$ cat config.mk
export PLATFORM = sky130hd
export DESIGN_NAME = lke_div
export DESIGN_NICKNAME = d
export VERILOG_FILES = /design/src/hdl/lke_pkg.sv /design/src/hdl/lke_div.sv
export SDC_FILE = /design/constraint.sdc
export NUM_CORES = 1
export LEC_CHECK = 0
export ABC_AREA = 1
export ABC_CLOCK_PERIOD_IN_PS = 2400
export BUFFER_PORTS_ARGS = -buffer_cell sky130_fd_sc_hd__buf_2
export CORE_UTILIZATION = 40
export DETAILED_ROUTE_END_ITERATION = 7
export HOLD_SLACK_MARGIN = 0.08
export PLACE_DENSITY_LB_ADDON = 0.25
export REMOVE_ABC_BUFFERS = 1
export SLEW_MARGIN = 5
export SYNTH_ARGS = -nofsm -noshare
export SYNTH_HDL_FRONTEND = slang
export SYNTH_SLANG_ARGS = --single-unit
$ cat constraint.sdc
create_clock -name clk -period 2.4 [get_ports clk]
set_clock_uncertainty 0.15 [all_clocks]
set_input_delay 0.24 -clock clk [delete_from_list [all_inputs] [get_ports clk]]
set_output_delay 0.24 -clock clk [all_outputs]
set_load 0.005 [all_outputs]
$ cat src/hdl/lke_pkg.sv
package lke_pkg;
    localparam logic [1:0] OP_LOAD    = 2'd0;
    localparam logic [1:0] OP_SET     = 2'd1;
    localparam logic [1:0] OP_TICK    = 2'd2;
    localparam logic [1:0] OP_RESTART = 2'd3;
    localparam int unsigned FULL_LEVEL = 1000;
    localparam int unsigned IN_BITS  = 88;
    localparam int unsigned OUT_BITS = 16;
endpackage

$ cat src/hdl/lke_div.sv
module lke_div
    import lke_pkg::*;
#(
    parameter int NUM_BITS = 41,
    parameter int DEN_BITS = 24
)
(
    input  logic                       clk,
    input  logic                       rst_n,
    input  logic                       start,
    input  logic signed [NUM_BITS-1:0] num,
    input  logic        [DEN_BITS-1:0] den,
    output logic                       done,
    output logic signed [NUM_BITS-1:0] quo,
    output logic        [DEN_BITS-1:0] rem
);
    localparam int CNT_BITS = $clog2(NUM_BITS + 1);

    logic [CNT_BITS-1:0] cnt_reg;
    logic                busy_reg;
    logic                neg_reg;
    logic [NUM_BITS-1:0] q_reg;
    logic [DEN_BITS:0]   r_reg;
    logic [DEN_BITS-1:0] d_reg;
    logic [DEN_BITS:0]   trial;
    logic [DEN_BITS:0]   diff;

    // restoring division on magnitudes, one quotient bit per cycle
    assign trial = {r_reg[DEN_BITS-1:0], q_reg[NUM_BITS-1]};
    assign diff  = trial - {1'b0, d_reg};

    always_ff @(posedge clk or negedge rst_n)
    begin
        if (!rst_n)
        begin
            busy_reg <= 1'b0;
            cnt_reg  <= '0;
            done     <= 1'b0;
        end
        else
        begin
            done <= 1'b0;
            if (start)
            begin
                busy_reg <= 1'b1;
                cnt_reg  <= CNT_BITS'(NUM_BITS);
            end
            else if (busy_reg)
            begin
                cnt_reg <= cnt_reg - 1'b1;
                if (cnt_reg == CNT_BITS'(1))
                begin
                    busy_reg <= 1'b0;
                    done     <= 1'b1;
                end
            end
        end
    end

    always_ff @(posedge clk)
    begin
        if (start)
        begin
            neg_reg <= num[NUM_BITS-1];
            q_reg   <= num[NUM_BITS-1] ? NUM_BITS'(-num) : NUM_BITS'(num);
            r_reg   <= '0;
            d_reg   <= den;
        end
        else if (busy_reg)
        begin
            if (!diff[DEN_BITS])
            begin
                r_reg <= diff;
                q_reg <= {q_reg[NUM_BITS-2:0], 1'b1};
            end
            else
            begin
                r_reg <= trial;
                q_reg <= {q_reg[NUM_BITS-2:0], 1'b0};
            end
        end
    end

    assign quo = neg_reg ? -$signed(q_reg) : $signed(q_reg);
    // remainder of the magnitudes, valid with done
    assign rem = r_reg[DEN_BITS-1:0];
endmodule

==> run metrics <==
vias per cell=approximately 5.0; Critical Path Source=q_reg[21]; initial DRC count=568; most instantiated library cell after synthesis=nand2_1; post-synth top area cell=edfxtp_1; max incr delay on CP=around 0.43 ns; core area=0.0202 sq mm; Synth-to-Final Area Change=36.7%; Post-synth EDFFs=66; Main synth FF type=edfxtp_1; hold_sp=num[0]; Die X-Extent=146 um; Routed Antenna Nets=0; Setup crit end=quo[37]; # fillers=a little under 2000; P_sw=between 4 and 5 mW; Met1 Wirelength=between 10000 and 15000 um; slew at the pin closest to its max-slew limit=between 0.6 and 0.7 ns; vias post-DR=roughly 8900; Max-cap violations=0; Worst R2R Path Depth=15; CTS tree=done; PortBufs=~130; Initial Utilization=roughly 41%; path type of the worst setup path=reg -> out; asr flop ratio synth=between 8 and 9%; die height=146 um; post-synthesis sequential area ratio=between 30% and 40%; Final HPWL DP=between 15000 and 20000 um; Synth top area share=approximately a quarter; combinational fraction of design power=59.0%; met2 wire length=between 10000 and 15000 um; routed len/inst=14.7 um; final period utilization=109%; Fmax=about 0.38 GHz; mean post-synth cell area=~6.4 sq um; # clock sinks=just under 100; die area=0.0212 sq mm; Final Hold Viols=0; routability cong.=roughly 0.95; crit path cell chain=nor2_2 -> nand3_1 -> nor2_1 -> nand2_1 -> o21ai_4 -> nand2_4 -> a21oi_4 -> nand2_1 -> nand2_1 -> nand2_1 -> buf_2; Area contributors post-synth=edfxtp_1 24%, nand2_1 20%, inv_1 9.5%; leakage=~5.7 nW; Required @ worst endpoint=2.01 ns; Setup-failing EPs final=27; Top cell by count, worst path=nand2_1; Reg-to-Reg End=r_reg[2]; headroom to the max-slew limit=between 50 and 60%; Worst-Skew Late Latency=0.35 ns; Reg power frac=between 20% and 30%; worst hold-check path type=in -> reg; synthesized instance count=1282; register bit total from synthesis=around 100; final hold slack=about 0.10 ns; CTS buffer count=9; CTS Root Cell=clkbuf_16; met3 WL=roughly 1100 um; final worst slack=-0.214 ns; RSZ-0062 raised after global routing=true; CTS H-tree lvls=3; Highest Signal Layer=met4; initial antenna violation count=0; All-Layer GR Usage=around a quarter; crit path max fanout=3; Largest register FFs=just over 40; Layout Nets=~1600; first-pass GRT wire length=just over 40000 um; switching part of the total=between 40% and 50%; gr ovfl total=0; pins over their slew limit=0; outcome=complete, but fails checks; CP Launch Type=flop; violated checks=negative setup slack; minimum clock period=approximately 2.6 ns; drt drc=0; Synth Warn #=0; r2r setup slk=0 ns; share of cells above drive strength 1=26.2%; cell-internal power=approximately 5.3 mW; Worst Setup End Kind=output pin; TritonRoute pass-1 iters=5; Clk pin slew, worst setup/hold paths=roughly 0.07 ns; most instantiated cells after synthesis=445 x nand2_1, 210 x inv_1, 131 x nor2_1; number of global-route vias before repair=8223; Clock power frac=between 15 and 20%; final design area excluding fillers=~0.011 sq mm; final core utilization=55.8%; maximum vdd drop=0.387 mV; Area after DPL=between 0.009 and 0.01 sq mm; pin count of the biggest net entering global routing=48; Post-Route WL=between 20000 and 30000 um; Max Buffers Root-to-Sink=2; Syn Std Cell Area=0.00826 sq mm; Crit path arrival time=2.22 ns; worst reg2reg startpoint=d_reg[0]; count of cell types in the netlist=40; n_diodes=0; pwr dens=approximately 840 mW/mm^2; I/O pins=between 100 and 150; Slowest-stage cell, CP=edfxtp_1; row count=between 50 and 60
==> worst min-delay path by stage <==
| stage | end | cells past startpoint |
|---|---|---|
| 6_report | q_reg[0] | 3 |
| 5_1_grt | q_reg[0] | 3 |
| 3_3_place_gp | cnt_reg[4] | 1 |
| 3_5_place_dp | cnt_reg[4] | 1 |
| 2_1_floorplan | busy_reg | 0 |
| 4_1_cts | q_reg[0] | 3 |
==> worst max-delay path, delay by kind of cell, from the launching register on <==
kind / cells / cell delay, ns
flops: 1 / 0.43
simple gates: 8 / 0.85
compound gates: 2 / 0.47
buf+inv: 1 / 0.12
==> kinds of logic (layout without fill, tap and decap cells) <==
group	after synthesis	after routing	share of synthesized area (%)
simple gates	742	742	37.7
buf+inv	242	480	11.4
compound gates	103	103	6.97
flops	98	98	32.2
xor+xnor	68	68	7.21
fa+ha+maj	29	29	4.48
==> per-layer routing <==
| layer | track usage (%) | vias to the layer above |
|---|---|---|
| met2 | 42.6 | 232 |
| li1 | - | 4504 |
| met5 | 0 | - |
| met1 | 30.5 | 4107 |
| met4 | 8.00 | 0 |
| met3 | 2.76 | 39 |
==> cells in the final DEF, fill, tap and decap left out, drive strengths merged, types with 2 or more instances in the layout <==
cell	n
o31ai	3
and2	2
dfxtp	24
buf	221
clkbuf	16
dlygate4sd3	25
nand2	455
nor4	4
o21ai	60
o41ai	2
inv	215
a21oi	27
dfrtp	8
nand3b	4
xor2	50
o22ai	3
or2	2
nor3	11
nor2	138
edfxtp	66
nand3	90
nand4	36
a31oi	7
xnor2	18
ha	28
==> power by group through the flow <==
stage	sequential [mW]	clock (mW)	combinational, mW
2_1_floorplan	2.43	0	2.62
3_5_place_dp	2.45	0	4.23
4_1_cts	2.42	1.50	4.38
3_3_place_gp	2.44	0	4.19
5_1_grt	2.47	1.57	6.17
6_report	2.43	1.48	5.62
==> cell type report <==
type / count / area, sq um / share of cell area, %
clock inverter: 4 / 51.3 / 0.454
sequential: 98 / 2660 / 23.6
inverter: 214 / 803 / 7.12
clock buffer: 12 / 236 / 2.10
multi-input combinational: 942 / 5410 / 47.9
timing repair buffer: 250 / 1790 / 15.8
tap: 270 / 338 / 2.99
==> stage by stage <==
step                cells  setup WS [ns]  total power [mW]  setup TNS (ns)
floorplan            1254         -0.231              5.05           -9.68
detailed placement   1710        -0.0494              6.68         -0.0494
global route         1790         -0.333              10.2           -8.63
finish               1790         -0.214              9.52           -3.47
CTS                  1767         -0.178              8.30           -2.41
global placement     1710         0.0246              6.64               0
==> repair_timing <==
action | 4_1_cts | 5_1_grt
hold buffers | 25 | 0
setup buffers | 17 | 19
endpoints found under the setup margin | 25 | 54
endpoints found under the hold margin | 32 | 0
cloned | 0 | 4
pin swaps | 19 | 77
resized for setup | 47 | 149
Note: power is estimated with default switching activity, not from simulation.
